<file path="config.mk">
export PLATFORM = sky130hd
export DESIGN_NAME = clipped_line_rasterizer_core
export DESIGN_NICKNAME = d
export VERILOG_FILES = /design/src/clr_pkg.sv /design/src/clipped_line_rasterizer_core.sv
export SDC_FILE = /design/constraint.sdc
export NUM_CORES = 1
export LEC_CHECK = 0
export BUFFER_PORTS_ARGS = -buffer_cell sky130_fd_sc_hd__buf_2
export CAP_MARGIN = 0
export CORE_UTILIZATION = 40
export DETAILED_ROUTE_END_ITERATION = 16
export SLEW_MARGIN = 20
export SYNTH_ARGS = -nofsm -noshare
export SYNTH_HDL_FRONTEND = slang
export SYNTH_SLANG_ARGS = --single-unit
</file>
<file path="constraint.sdc">
create_clock -name clk_i -period 19.61 [get_ports clk_i]
set_input_delay 0 -clock clk_i [delete_from_list [all_inputs] [get_ports clk_i]]
set_output_delay 0 -clock clk_i [all_outputs]
set_load 0.03 [all_outputs]
</file>
<file path="src/clr_pkg.sv">
// ----------------------------------------------------------------------------
// clr_pkg
// Shared constants and codes for the clipped line rasterizer.
// ----------------------------------------------------------------------------
`default_nettype none

package clr_pkg;

  localparam int COORD_WIDTH_DEF = 12;
  localparam int COLOR_WIDTH_DEF = 16;

  // Reset value of the right and bottom clip bounds.
  localparam int CLIP_MAX_RESET = 4095;

  localparam int CFG_IDX_W = 2;

  typedef enum logic [CFG_IDX_W-1:0] {
    CFG_CLIP_LEFT   = 2'd0,
    CFG_CLIP_TOP    = 2'd1,
    CFG_CLIP_RIGHT  = 2'd2,
    CFG_CLIP_BOTTOM = 2'd3
  } cfg_idx_e;

  typedef enum logic {
    FUNC_START = 1'b0,
    FUNC_STEP  = 1'b1
  } func_e;

endpackage

`default_nettype wire

</file>
<file path="src/clipped_line_rasterizer_core.sv">
// ----------------------------------------------------------------------------
// clipped_line_rasterizer_core
// Bresenham line stepper that marks each pixel visible against the
// intersection of the line's bounding box and a clip rectangle.
// ----------------------------------------------------------------------------
//
//  Channel  Direction  Handshake               Payload
//  -------  ---------  ----------------------  ------------------------------
//  in       input      in_valid_i/in_ready_o   func, start/end x y, line_color
//  out      output     out_valid_o/out_ready_i pixel x y, color, flags
//  cfg      input      cfg_we_i                cfg_index_i, cfg_wdata_i
//
// Every item gives one registered result item; the block sustains one
// item per clock while results are taken. The work for an item is one add,
// compare and subtract on the error term between the state registers and
// the result register. A skid register behind the result register lets one
// more item in while a result is stalled; ready falls only when both hold.
// Reset clears the line state and sets the clip rectangle to its defaults.
`default_nettype none

module clipped_line_rasterizer_core #(
  parameter int COORD_WIDTH = clr_pkg::COORD_WIDTH_DEF,
  parameter int COLOR_WIDTH = clr_pkg::COLOR_WIDTH_DEF
) (
  input  logic                          clk_i,
  input  logic                          rst_ni,
  // configuration
  input  logic                          cfg_we_i,
  input  logic [clr_pkg::CFG_IDX_W-1:0] cfg_index_i,
  input  logic [COORD_WIDTH-1:0]        cfg_wdata_i,
  // input items
  input  logic                          in_valid_i,
  output logic                          in_ready_o,
  input  logic                          func_i,
  input  logic [COORD_WIDTH-1:0]        start_x_i,
  input  logic [COORD_WIDTH-1:0]        start_y_i,
  input  logic [COORD_WIDTH-1:0]        end_x_i,
  input  logic [COORD_WIDTH-1:0]        end_y_i,
  input  logic [COLOR_WIDTH-1:0]        line_color_i,
  // result items
  output logic                          out_valid_o,
  input  logic                          out_ready_i,
  output logic [COORD_WIDTH-1:0]        pixel_x_o,
  output logic [COORD_WIDTH-1:0]        pixel_y_o,
  output logic [COLOR_WIDTH-1:0]        pixel_color_o,
  output logic                          visible_o,
  output logic                          last_pixel_o,
  output logic                          idle_step_o
);

  import clr_pkg::*;

  localparam int CW    = COORD_WIDTH;
  localparam int EW    = COORD_WIDTH + 1;
  localparam int RES_W = 2 * COORD_WIDTH + COLOR_WIDTH + 3;
  localparam logic [CW-1:0] ClipMax = CW'(CLIP_MAX_RESET);

  // Clip rectangle.
  logic [CW-1:0] clip_l_q, clip_t_q, clip_r_q, clip_b_q;

  // Line state.
  logic             active_q, active_d;
  logic [CW-1:0]    cur_x_q, cur_x_d, cur_y_q, cur_y_d;
  logic [EW-1:0]    err_q, err_d;
  logic [CW-1:0]    steps_q, steps_d;
  logic [CW-1:0]    dx_q, dx_d, dy_q, dy_d;
  logic             neg_x_q, neg_x_d, neg_y_q, neg_y_d;
  logic             x_major_q, x_major_d;
  logic [COLOR_WIDTH-1:0] color_q, color_d;
  logic [CW-1:0]    box_l_q, box_l_d, box_t_q, box_t_d;
  logic [CW-1:0]    box_r_q, box_r_d, box_b_q, box_b_d;

  // Result and skid registers.
  logic             out_valid_q, skid_valid_q;
  logic [RES_W-1:0] out_q, skid_q;

  logic             in_accept;
  logic [RES_W-1:0] res;

  assign in_ready_o = !skid_valid_q;
  assign in_accept  = in_valid_i && in_ready_o;

  always_ff @(posedge clk_i or negedge rst_ni) begin
    if (!rst_ni) begin
      clip_l_q <= '0;
      clip_t_q <= '0;
      clip_r_q <= ClipMax;
      clip_b_q <= ClipMax;
    end else if (cfg_we_i) begin
      case (cfg_idx_e'(cfg_index_i))
        CFG_CLIP_LEFT:   clip_l_q <= cfg_wdata_i;
        CFG_CLIP_TOP:    clip_t_q <= cfg_wdata_i;
        CFG_CLIP_RIGHT:  clip_r_q <= cfg_wdata_i;
        CFG_CLIP_BOTTOM: clip_b_q <= cfg_wdata_i;
        default: ;
      endcase
    end
  end

  logic [CW-1:0] lo_x, hi_x, lo_y, hi_y;
  logic [CW-1:0] nl, nt, nr, nb;
  logic [CW-1:0] sdx, sdy;
  logic          snx, sny, sxm;
  logic [CW-1:0] major, minor;
  logic [EW-1:0] err_sum;
  logic          minor_moves;
  logic [CW-1:0] nx, ny;
  logic [CW-1:0] px, py;
  logic [COLOR_WIDTH-1:0] pc;
  logic          vis, last, idle;

  always_comb begin
    active_d  = active_q;
    cur_x_d   = cur_x_q;
    cur_y_d   = cur_y_q;
    err_d     = err_q;
    steps_d   = steps_q;
    dx_d      = dx_q;
    dy_d      = dy_q;
    neg_x_d   = neg_x_q;
    neg_y_d   = neg_y_q;
    x_major_d = x_major_q;
    color_d   = color_q;
    box_l_d   = box_l_q;
    box_t_d   = box_t_q;
    box_r_d   = box_r_q;
    box_b_d   = box_b_q;
    px   = '0;
    py   = '0;
    pc   = '0;
    vis  = 1'b0;
    last = 1'b0;
    idle = 1'b0;

    // Start path: bounding box clipped against the window.
    lo_x = (start_x_i < end_x_i) ? start_x_i : end_x_i;
    hi_x = (start_x_i < end_x_i) ? end_x_i : start_x_i;
    lo_y = (start_y_i < end_y_i) ? start_y_i : end_y_i;
    hi_y = (start_y_i < end_y_i) ? end_y_i : start_y_i;
    nl   = (lo_x > clip_l_q) ? lo_x : clip_l_q;
    nt   = (lo_y > clip_t_q) ? lo_y : clip_t_q;
    nr   = (hi_x < clip_r_q) ? hi_x : clip_r_q;
    nb   = (hi_y < clip_b_q) ? hi_y : clip_b_q;
    snx  = end_x_i < start_x_i;
    sny  = end_y_i < start_y_i;
    sdx  = hi_x - lo_x;
    sdy  = hi_y - lo_y;
    sxm  = sdx >= sdy;

    // Step path: one error update along the major axis.
    major       = x_major_q ? dx_q : dy_q;
    minor       = x_major_q ? dy_q : dx_q;
    err_sum     = err_q + {1'b0, minor};
    minor_moves = err_sum >= {1'b0, major};
    nx = cur_x_q;
    ny = cur_y_q;
    if (x_major_q || minor_moves) begin
      nx = neg_x_q ? cur_x_q - CW'(1) : cur_x_q + CW'(1);
    end
    if (!x_major_q || minor_moves) begin
      ny = neg_y_q ? cur_y_q - CW'(1) : cur_y_q + CW'(1);
    end

    case (func_e'(func_i))
      FUNC_START: begin
        px      = start_x_i;
        py      = start_y_i;
        pc      = line_color_i;
        color_d = line_color_i;
        box_l_d = nl;
        box_t_d = nt;
        box_r_d = nr;
        box_b_d = nb;
        if (nl > nr || nt > nb) begin
          active_d = 1'b0;
          last     = 1'b1;
        end else begin
          cur_x_d   = start_x_i;
          cur_y_d   = start_y_i;
          neg_x_d   = snx;
          neg_y_d   = sny;
          dx_d      = sdx;
          dy_d      = sdy;
          x_major_d = sxm;
          steps_d   = sxm ? sdx : sdy;
          err_d     = {1'b0, steps_d} >> 1;
          vis       = start_x_i >= nl && start_x_i <= nr &&
                      start_y_i >= nt && start_y_i <= nb;
          active_d  = steps_d != '0;
          last      = !active_d;
        end
      end
      FUNC_STEP: begin
        if (!active_q) begin
          idle = 1'b1;
        end else begin
          err_d   = minor_moves ? err_sum - {1'b0, major} : err_sum;
          cur_x_d = nx;
          cur_y_d = ny;
          steps_d = steps_q - CW'(1);
          px      = nx;
          py      = ny;
          pc      = color_q;
          vis     = nx >= box_l_q && nx <= box_r_q &&
                    ny >= box_t_q && ny <= box_b_q;
          if (steps_d == '0) begin
            active_d = 1'b0;
            last     = 1'b1;
          end
        end
      end
      default: ;
    endcase

    res = {px, py, pc, vis, last, idle};
  end

  always_ff @(posedge clk_i or negedge rst_ni) begin
    if (!rst_ni) begin
      active_q  <= 1'b0;
      cur_x_q   <= '0;
      cur_y_q   <= '0;
      err_q     <= '0;
      steps_q   <= '0;
      dx_q      <= '0;
      dy_q      <= '0;
      neg_x_q   <= 1'b0;
      neg_y_q   <= 1'b0;
      x_major_q <= 1'b0;
      color_q   <= '0;
      box_l_q   <= '0;
      box_t_q   <= '0;
      box_r_q   <= '0;
      box_b_q   <= '0;
    end else if (in_accept) begin
      active_q  <= active_d;
      cur_x_q   <= cur_x_d;
      cur_y_q   <= cur_y_d;
      err_q     <= err_d;
      steps_q   <= steps_d;
      dx_q      <= dx_d;
      dy_q      <= dy_d;
      neg_x_q   <= neg_x_d;
      neg_y_q   <= neg_y_d;
      x_major_q <= x_major_d;
      color_q   <= color_d;
      box_l_q   <= box_l_d;
      box_t_q   <= box_t_d;
      box_r_q   <= box_r_d;
      box_b_q   <= box_b_d;
    end
  end

  // Result register with a skid stage behind it.
  always_ff @(posedge clk_i or negedge rst_ni) begin
    if (!rst_ni) begin
      out_valid_q  <= 1'b0;
      skid_valid_q <= 1'b0;
    end else begin
      if (!out_valid_q || out_ready_i) begin
        if (skid_valid_q) begin
          out_valid_q  <= 1'b1;
          skid_valid_q <= 1'b0;
        end else begin
          out_valid_q <= in_accept;
        end
      end else if (in_accept) begin
        skid_valid_q <= 1'b1;
      end
    end
  end

  always_ff @(posedge clk_i) begin
    if (!out_valid_q || out_ready_i) begin
      out_q <= skid_valid_q ? skid_q : res;
    end else if (in_accept) begin
      skid_q <= res;
    end
  end

  assign out_valid_o = out_valid_q;
  assign {pixel_x_o, pixel_y_o, pixel_color_o, visible_o, last_pixel_o, idle_step_o} = out_q;

endmodule

`default_nettype wire
</file>
# Yosys cells after proc, flatten, opt, wreduce, memory -nomap -nowiden
# Index checks and enable logic that the tools add are counted.
[word_totals]
out_inout_bits = 45
regBits = 277
word_cells = 138
in_bits = 84
[classes]
eq_ne = 5
n_mux = 51
add_sub_neg = 9
n_reduce_logical = 27
n_bitwise = 3
magnitude_cmp = 20
[ops]
columns = ["operator", "n"]
rows = [
  ["2-to-1 mux 12 bit", 23],
  ["one-hot mux 12 bit (2 select lines)", 5],
  ["less-than comparator 12 bit", 6],
  ["greater-or-equal comparator 12 bit", 5],
  ["> comparator 12 bit", 4],
  ["<= comparator 12 bit", 4],
  ["2-to-1 mux 43 bit", 1],
  ["2-to-1 mux 13 bit", 3],
  ["subtractor 12 x 1 -> 12 bit (second input constant)", 3],
  ["one-hot mux 16 bit (2 select lines)", 1],
  ["one-hot mux 13 bit (2 select lines)", 1],
  ["adder 12 x 1 -> 12 bit (second input constant)", 2],
  ["subtractor 12 bit", 2],
  ["2-to-1 mux 16 bit", 1],
  ["adder 13 x 12 -> 13 bit", 1],
  ["greater-or-equal comparator 13 x 12 -> 1 bit", 1],
  ["2-to-1 mux 1 bit", 13],
  ["subtractor 13 x 12 -> 13 bit", 1],
  ["logical NOT 12 bit", 1],
  ["AND reduction 2 bit", 6],
  ["nonzero test 12 bit", 1],
  ["logical AND 1 bit", 7],
  ["one-hot mux 1 bit (2 select lines)", 3],
  ["AND reduction 3 bit", 2],
  ["9 further kinds", 18],
]

# Logic depth before layout (Yosys ltp)
# Gate-level depths: netlist of the first run.
[logic_depth]
word_depth = 12
ltp_mapped = 40
ltp_nobuf = 37

# Least setup slack after synthesis of the first run
# OpenSTA, ideal clock, no wires.
[synth_path]
path_type = "register -> register"
from = "reg x_major_q"
to = "reg out_q[2] (data pin)"
arrival_ns = 6.799
slack_ns = 12.552
path_buffers = 3
required_time_ns = 19.350
setup_ns = 0.260
path_stages_with_launch = 38
synth_period_minus_slack_ns = 7.058
cell_sequence = "dfrtp_1 > clkbuf_1 > buf_1 > mux2i_1 > inv_1 > ha_1 > a21o_1 > a21oi_1 > o21ai_0 > a21oi_1 > nand2b_1 > a21boi_0 > nor3_1 > nor2_1 > o41ai_1 > xnor2_1 > ha_1 > nand4_1 > [2 not listed] > nor3b_1 > o211ai_1 > nand2_1 > buf_2 > xor2_1 > ha_1 > nand2b_1 > a21o_1 > a21o_1 > a21o_1 > a21o_1 > a21oi_1 > nor2b_1 > o21ai_0 > a21oi_1 > o41ai_1 > o32ai_1 > mux2_2"
[synth_between]
elab_chain_len = 12
elab_cells_between_ends = 19
cone_classes = "add/sub: 1; order compare: 5; mux: 7; reduce/logical: 6"
[synth_lines]
columns = ["item", "line", "rtl"]
rows = [
  ["start, declared", "clipped_line_rasterizer_core.sv:68", "logic x_major_q, x_major_d;"],
  ["start signal, assigned", "clipped_line_rasterizer_core.sv:245", "x_major_q <= x_major_d;"],
  ["2-to-1 mux 12 bit", "clipped_line_rasterizer_core.sv:152", "minor = x_major_q ? dy_q : dx_q;"],
  ["adder 13 x 12 -> 13 bit", "clipped_line_rasterizer_core.sv:153", "err_sum = err_q + {1'b0, minor};"],
  ["greater-or-equal comparator 13 x 12 -> 1 bit", "clipped_line_rasterizer_core.sv:154", "minor_moves = err_sum >= {1'b0, major};"],
  ["logical OR 1 bit", "clipped_line_rasterizer_core.sv:157", "if (x_major_q || minor_moves) begin"],
  ["2-to-1 mux 12 bit", "clipped_line_rasterizer_core.sv:157", ""],
  ["greater-or-equal comparator 12 bit or <= comparator 12 bit (tied branches)", "clipped_line_rasterizer_core.sv:204", "vis = nx >= box_l_q && nx <= box_r_q &&"],
  ["logical AND 1 bit (2 in a row)", "clipped_line_rasterizer_core.sv:204", ""],
  ["logical AND 1 bit (*)", "clipped_line_rasterizer_core.sv:205", "ny >= box_t_q && ny <= box_b_q;"],
  ["2-to-1 mux 1 bit (*)", "clipped_line_rasterizer_core.sv:194", "if (!active_q) begin"],
  ["one-hot mux 1 bit (2 select lines) (*)", "clipped_line_rasterizer_core.sv:164", "case (func_e'(func_i))"],
  ["named net vis", "clipped_line_rasterizer_core.sv:110", "logic vis, last, idle;"],
  ["2-to-1 mux 43 bit (*)", "clipped_line_rasterizer_core.sv:275", "out_q <= skid_valid_q ? skid_q : res;"],
  ["end signal, assigned", "clipped_line_rasterizer_core.sv:275", ""],
  ["end, declared", "clipped_line_rasterizer_core.sv:75", "logic [RES_W-1:0] out_q, skid_q;"],
]
# Mark *: on every way through the listed nets, which the timed path passes. The rest lies on a longest branch.
# A chain may end at the register's enable or synchronous reset.

# Worst setup path in the final report of the first run
[layout_path]
from = "in start_y_i[9]"
to = "reg steps_q[3]"
[layout_between]
elab_chain_len = 8
elab_cells_between_ends = 16
cone_classes = "add/sub: 1; order compare: 5; eq/ne: 1; mux: 7; reduce/logical: 2"
[layout_lines]
columns = ["item", "line", "rtl"]
rows = [
  ["start, declared", "clipped_line_rasterizer_core.sv:36", "input logic [COORD_WIDTH-1:0] start_y_i,"],
  ["less-than comparator 12 bit", "clipped_line_rasterizer_core.sv:138, clipped_line_rasterizer_core.sv:139", ""],
  ["2-to-1 mux 12 bit (on tied branches)", "clipped_line_rasterizer_core.sv:138, clipped_line_rasterizer_core.sv:139", ""],
  ["> comparator 12 bit or less-than comparator 12 bit (tied branches)", "clipped_line_rasterizer_core.sv:141, clipped_line_rasterizer_core.sv:143", ""],
  ["2-to-1 mux 12 bit (on tied branches)", "clipped_line_rasterizer_core.sv:141, clipped_line_rasterizer_core.sv:143", ""],
  ["> comparator 12 bit", "clipped_line_rasterizer_core.sv:174", "if (nl > nr || nt > nb) begin"],
  ["logical OR 1 bit", "clipped_line_rasterizer_core.sv:174", ""],
  ["inequality test 2 bit (no line)", "n/a", ""],
  ["AND reduction 3 bit (no line)", "n/a", ""],
  ["end signal, assigned", "clipped_line_rasterizer_core.sv:240", "steps_q <= steps_d;"],
  ["end, declared", "clipped_line_rasterizer_core.sv:65", "logic [CW-1:0] steps_q, steps_d;"],
]
# Parallel ways exist; a longest one is shown, timed or not. The select of a mux whose other input is x is not followed.

==> results of run 1 <==
cells in the final DEF (no fill, tap or decap), types with 22 or more instances in the layout:
| cell type | n |
|---|---|
| a21oi_1 | 125 |
| xnor2_1 | 35 |
| mux2i_1 | 84 |
| dfstp_2 | 24 |
| edfxtp_1 | 86 |
| o21ai_0 | 255 |
| buf_2 | 127 |
| nor2_1 | 102 |
| a21o_1 | 84 |
| nand4_1 | 37 |
| nor2b_1 | 31 |
| ha_1 | 248 |
| nand2b_1 | 22 |
| nor3_1 | 27 |
| nand2_1 | 253 |
| dlygate4sd3_1 | 56 |
| nand3_1 | 36 |
| inv_1 | 216 |
| o22ai_1 | 24 |
| buf_4 | 24 |
| clkbuf_16 | 38 |
| dfrtp_1 | 167 |
| mux2_2 | 104 |
worst min path at each step:
stage,from,end,slack (ns),cells past startpoint
after detailed placement,rst_ni,box_l_q[1],0.13,1
after floorplan,rst_ni,active_q,-0.30,0
after global placement,rst_ni,box_l_q[2],0.12,1
final,start_y_i[3],cur_y_q[3],0.03,4
after CTS,start_y_i[3],cur_y_q[3],0.004,4
after global routing,start_x_i[8],cur_x_q[8],0.04,4
report_power, final:
group / total (W) / switching (W) / internal [W]
sequential: 0.000910 / 0.000128 / 0.000782
clock: 0.000645 / 0.000272 / 0.000374
combinational: 0.00308 / 0.00184 / 0.00124
total: 0.00464 / 0.00224 / 0.00239
repair_timing:
action / in CTS / in global routing
hold endpoints to repair: 201 / 0
setup endpoints to repair: 0 / 0
hold buffers: 56 / 0
cells in the mapped netlist, drive strengths merged (9+ instances only):
master	instances	share of area (%)
a211oi	17	0.60
a21o	84	3.0
a21oi	125	3.0
a221oi	10	0.44
a31oi	10	0.30
and2	10	0.31
and3	13	0.38
buf	23	0.58
clkbuf	76	1.4
dfrtp	167	20
dfstp	24	3.0
edfxtp	86	12
ha	248	15
inv	217	3.9
mux2	104	5.5
mux2i	84	4.0
nand2	255	4.5
nand2b	23	0.68
nand3	36	0.85
nand4	37	1.1
nor2	106	1.9
nor2b	31	0.92
nor3	28	0.69
nor4	9	0.27
o211ai	11	0.39
o21a	12	0.43
o21ai	261	6.2
o21bai	10	0.36
o22ai	24	0.71
o31ai	11	0.39
or2	10	0.30
xnor2	36	1.5
xor2	19	0.79
stage by stage:
stage	hold WS [ns]	setup WS (ns)
after global placement	0.117	10.73
after CTS	0.00365	10.69
after global routing	0.0356	10.06
final	0.0262	10.54
after floorplan	-0.296	12.55
after detailed placement	0.125	10.63
logic make-up after synthesis:
logic type / Yosys count
AO/OA/AOI/OAI: 654
XOR/XNOR: 55
adder cells (fa/ha/maj): 254
buffers and inverters: 316
flip-flops: 277
multiplexers: 188
AND/OR/NAND/NOR: 591
flip-flops by register name, summed over array words and instances, names as in the netlist, 13 cells and up:
register,cells
out_q,43
skid_q,43
color_q,16
err_q,13
routing by layer:
metal	track usage [%]	part of all wire, %
met1	34.0	45
met3	3.07	6.2
met5	0	0
met2	39.9	46
met4	8.18	2.9
worst max-delay path, delay by kind of cell:
| kind | cells | cell delay [ns] |
|---|---|---|
| AO/OA/AOI/OAI | 12 | 3.51 |
| AND/OR/NAND/NOR | 8 | 2.42 |
| buffers and inverters | 6 | 1.93 |
| adder cells (fa/ha/maj) | 3 | 1.14 |
| multiplexers | 1 | 0.43 |
layout make-up:
| class | instances | area, µm² |
|---|---|---|
| Antenna cell | 2 | 5.00 |
| Clock buffer | 43 | 980 |
| Clock inverter | 21 | 161 |
| Fill cell | 5033 | 27600 |
| Inverter | 217 | 815 |
| Multi-Input combinational cell | 1742 | 12600 |
| Sequential cell | 277 | 7390 |
| Tap cell | 680 | 851 |
| Timing Repair Buffer | 208 | 1390 |
==> key figures, run 1 <==
Critical path
  • Worst reg2reg endpoint: out_q[2]
  • Crit path DAT: 9.50 ns
  • Critical Path End Type: flop
  • Launching point of the worst reg2reg path: x_major_q
  • Reg2Reg Setup Slack: 11.40 ns
  • Max incr delay on CP: 0.65 ns
  • Worst-path maximum fanout: 63
  • Startpoint class of the critical path: input pin
  • Critical-path cell with the highest stage delay: o21ai_0
  • Critical path's most frequent cell: o21ai_0
  • R2R depth: 32
  • Critical path class: in2reg
  • Crit path launch: start_y_i[9]
  • Crit path to: steps_q[3]
  • WP data required: 20.04 ns

Timing
  • Worst Skew: 0.0152 ns
  • Fin. Hold Viols: 0
  • Achievable Freq: 110 MHz
  • Worst slew margin: 38.2%
  • Min cycle time layout: 9.07 ns
  • Setup TNS: 0 ns
  • Crit share post-route: 46.3%
  • Unrepaired setup endpoints after global routing: no
  • Pins Over Slew Limit: 0
  • Finish-stage setup viols: 0
  • Slew @ Worst Pin: 0.919 ns

Floorplan
  • Top-Level Pins: 129
  • Die Y: 232 µm
  • Core area: 51700 µm²
  • Die width: 232 µm
  • Die area: 53800 µm²
  • Site Rows: 83
  • Initial Util: 40.9%

Pwr
  • Cell area power density: 192 nW/µm²
  • Leak pwr: 11.4 nW
  • Max VDD drop: 0.000178 V
  • Total power: 0.00464 W

Detailed routing
  • DR vias: 18212
  • DR vias/cell: 5.71
  • Final wirelength: 66.2 mm
  • DR iter-0 viols: 1351
  • WL per Instance: 20.8 µm
  • Final ANT Viol Nets: 0
  • First-pass detailed-route iteration total: 5
  • # DRC: 0

Run status
  • Status: finished, final reports clean

Synthesis
  • Post-Syn Nets: 2671
  • Count of state elements after synthesis: 277
  • Main combinational cell family by area after synthesis: compound AO/OA/AOI/OAI gates
  • Count of cell types in the netlist: 83
  • Async SR Flop Fraction: 69.0%
  • Predominant post-synthesis flop cell: dfrtp_1
  • Post-synth EDFFs: 86
  • Seq/Total Area, Yosys: 35.0%
  • Post-Synth Adder-Cell Area: 15.2%
  • Synth Area in Compound Gates: 19.1%
  • Multiplexer share of the synthesized area: 9.52%
  • Mapped Area: 21100 µm²
  • XOR/XNOR Fraction of Synth Area: 2.31%
  • Mapped Cells: 2335
  • Post-synthesis simple-gate area fraction: 13.1%
  • Mean post-synth cell area: 9.05 µm²
  • Yosys warning total: 0

Placement
  • Placed wire-length estimate: 50.3 mm
  • Placer congestion estimate: 0.926
  • Dpl cell area: 22500 µm²
  • IO buf count: 128
  • Placed cells: 3068

Cells and area
  • Util after Layout: 46.7%
  • Share of cells above drive strength 1: 14.8%
  • Post-route cell area: 24200 µm²
  • Area delta synth->final: 14.3%
  • Fin cells: 3190
  • Nets@finish: 2817

Clock tree
  • Buffer count from post-CTS setup fixing: 0
  • # resized after CTS: 0
  • Sink Count: 277
  • Root Driver: clkbuf_16
  • CTS buffer count: 35
  • CTS tree: yes
  • Clock Latency Late Sink: 0.55 ns
  • Clock-pin slew on the worst setup and hold paths: 0.07 ns
  • Bufs on Longest Clock Path: 3
  • Max H-tree Level: 2

Run
  • Maxcap violations: 0

GRT
  • Vias in the first global route: 17679
  • Grt total ovfl: 0
  • Largest net degree at the start of global routing: 95
  • Antenna violations before repair: 2
  • First-pass GRT wire length: 102 mm
  • GRT Total Usage: 24.7%

Worst hold path
  • Hold Crit Class: in2reg
Note: power is estimated with default switching activity, not from simulation.
==> run 2, diff against run 1 <==
- ABC_AREA: not set -> 1
- clock period: 19.61 -> 7.5 ns (I/O delays scaled with it)
==> run 2 against run 1 <==
  * Setup slack lost 10 ns
  * Wire length grew 1.0%
  * Die area shrank 1.3%
  * Non-clock buffer count shrank 2
  * Synthesized cell count grew 19%
  * Hold slack gained 0.018 ns
  * Critical endpoint is now err_q[10]
  * Largest cell class unchanged
==> key figures, run 2 <==
Run status
  • Status: finished, final reports clean

Critical path
  • Worst-path maximum fanout: 37
  • Startpoint class of the critical path: input pin
  • Critical path's most frequent cell: nand2_1
  • Crit path DAT: 7.36 ns
  • Max incr delay on CP: 0.62 ns
  • Critical-path cell with the highest stage delay: o21ai_0
  • R2R depth: 37
  • WP data required: 7.92 ns
  • Critical Path End Type: flop
  • Critical path class: in2reg

Clock tree
  • Buffer count from post-CTS setup fixing: 0
  • Sink Count: 277
  • Max H-tree Level: 2
  • CTS tree: yes
  • Clock Latency Late Sink: 0.56 ns
  • Bufs on Longest Clock Path: 3
  • Clock-pin slew on the worst setup and hold paths: 0.06 ns
  • CTS buffer count: 34
  • Root Driver: clkbuf_16

Floorplan
  • Top-Level Pins: 129
  • Site Rows: 83
  • Die Y: 230 µm
  • Initial Util: 40.6%
  • Die area: 53100 µm²
  • Die width: 230 µm
  • Core area: 51400 µm²

Pwr
  • Clock network power share: 13.6%
  • Max VDD drop: 0.000343 V
  • Switching pwr: 0.00635 W
  • Leak pwr: 12.1 nW
  • Switch share: 51.2%
  • Gate power share: 67.2%
  • Part of the power in registers: 19.2%
  • Internal: 0.00605 W
  • Cell area power density: 520 nW/µm²

GRT
  • Antenna violations before repair: 1
  • First-pass GRT wire length: 104 mm
  • GRT Total Usage: 25.4%
  • Vias in the first global route: 18418
  • Grt total ovfl: 0
  • Largest net degree at the start of global routing: 85

Detailed routing
  • Final wirelength: 66.9 mm
  • WL met2: 30.7 mm
  • First-pass detailed-route iteration total: 6
  • DR iter-0 viols: 1451
  • Final ANT Viol Nets: 0
  • Max Used Layer: met4
  • DR vias: 19013
  • Met1 WL: 31.1 mm
  • WL per Instance: 18.4 µm
  • WL met3: 3.27 mm
  • # DRC: 0
  • DR vias/cell: 5.22

Synthesis
  • Top cells by area, synth: dfrtp_1 (20%), ha_1 (15%), nand2_1 (14%), edfxtp_1 (12%), o21ai_0 (6.9%)
  • Async SR Flop Fraction: 69.0%
  • Most common cell in the netlist: nand2_1
  • Mapped Cells: 2782
  • Yosys warning total: 0
  • Predominant post-synthesis flop cell: dfrtp_1
  • Top cells by count, synth: nand2_1 (789), inv_1 (379), o21ai_0 (288)
  • Count of cell types in the netlist: 55
  • Mapped Area: 20900 µm²
  • Seq/Total Area, Yosys: 35.4%
  • Post-Syn Nets: 3118
  • Count of state elements after synthesis: 277
  • Cell taking the most area after synthesis: dfrtp_1
  • Post-synth EDFFs: 86
  • Mean post-synth cell area: 7.50 µm²
  • Synth top area share: 20.0%

Cells and area
  • Fin cells: 3643
  • Share of cells above drive strength 1: 10.9%
  • Util after Layout: 46.4%
  • Fill cell total of the finished layout: 5171
  • Most common cell after layout, fill and taps aside: nand2_1
  • Top flop regs: out_q x43, skid_q x43, color_q x16
  • Nets@finish: 3274
  • Area delta synth->final: 14.2%
  • Commonest non-fill, non-tap cells in the layout: nand2_1 (788), inv_1 (378), o21ai_0 (286), ha_1 (248), dfrtp_1 (167)

Timing
  • Crit share post-route: 92.6%
  • Worst slew margin: 35.2%
  • PnR worst setup slack: 0.558 ns
  • Unrepaired setup endpoints after global routing: no
  • Finish-stage setup viols: 0
  • Fin. Hold Viols: 0
  • Achievable Freq: 144 MHz
  • Min cycle time layout: 6.94 ns
  • Pins Over Slew Limit: 0
  • Slew @ Worst Pin: 0.961 ns
  • Worst Hold Margin: 0.0440 ns
  • Setup TNS: 0 ns
  • Worst Skew: 0.0346 ns

Placement
  • Placer congestion estimate: 0.961
  • IO buf count: 128
  • Pre-CTS setup slack: 0.341 ns
  • Placed cells: 3543
  • Placed wire-length estimate: 52.8 mm

Run
  • Maxcap violations: 0

Worst hold path
  • WHS Path Cells: 5
  • Hold Crit Class: in2reg
run 2: cell types whose count changed after synthesis, sizes merged, moves of 38 or more:
| cell | change |
|---|---|
| a21o | -78 |
| a21oi | +38 |
| inv | +170 |
| mux2 | -104 |
| mux2i | -83 |
| nand2 | +544 |
| nand3 | +111 |
| o21ai | +85 |
run 2: logic make-up (layout without fill, tap and decap cells):
group	count (synthesis)	count (layout)	synth area share, %
buf+inv	477	657	8.98
mux	1	1	0.0480
simple gates	1138	1138	22.5
flops	277	277	35.4
xor+xnor	39	39	1.67
fa+ha+maj	252	252	15.3
other cells	0	1	0
compound gates	598	598	16.1
run 2: layer usage:
metal	vias up	global-route usage [%]
li1	9503	-
met1	8921	34.6
met2	485	41.8
met3	104	3.24
met4	0	7.60
met5	-	0
run 2: what timing repair did:
item                                   in CTS  in global routing
setup endpoints to repair                   0                 44
endpoints found under the hold margin     168                  0
resized for setup                           0                  3
hold buffers                               39                  0
run 2: final cells by class:
cell class / instances / area, µm² / share of cell area [%]
diodes: 1 / 2.50 / 0.0105
clock inverters: 17 / 218 / 0.913
clock buffers: 43 / 945 / 3.96
multi-input cells: 2028 / 11600 / 48.8
flip-flops and latches: 277 / 7390 / 31.0
well taps: 680 / 851 / 3.57
repair buffers: 206 / 1330 / 5.59
inverters: 391 / 1470 / 6.16
run 2: per-stage QoR:
| step | total power, W | instance area (µm²) |
|---|---|---|
| after floorplan | 0.00835 | 20900 |
| after global placement | 0.0104 | 22300 |
| after detailed placement | 0.0106 | 22300 |
| after CTS | 0.0124 | 23800 |
| after global routing | 0.0136 | 23800 |
| final | 0.0124 | 23800 |
run 2: power groups by stage:
stage               logic, W  registers (W)  clock network [W]
floorplan            0.00591        0.00244                  0
global placement     0.00797        0.00239                  0
detailed placement   0.00822        0.00240                  0
CTS                  0.00830        0.00238            0.00172
global route         0.00942        0.00243            0.00178
finish               0.00834        0.00238            0.00168
run 2: worst paths after layout:
check,slack [ns],from,endpoint
setup / recovery,0.56,start_y_i[5],err_q[10]
hold / removal,0.04,start_y_i[3],cur_y_q[3]
setup reg to reg,0.77,x_major_q,out_q[2]
hold reg to reg,0.48,box_b_q[3],box_b_q[3]
max in group asynchronous,5.38,rst_ni,box_r_q[10]
min in group asynchronous,0.10,rst_ni,box_l_q[4]
run 2: worst max-delay path: cells and delay by family:
| family | cells | cell delay, ns |
|---|---|---|
| AOI/OAI and AO/OA | 10 | 2.05 |
| adders and majority gates | 3 | 0.94 |
| buffers and inverters | 9 | 2.23 |
| and+or+nand+nor | 14 | 2.10 |
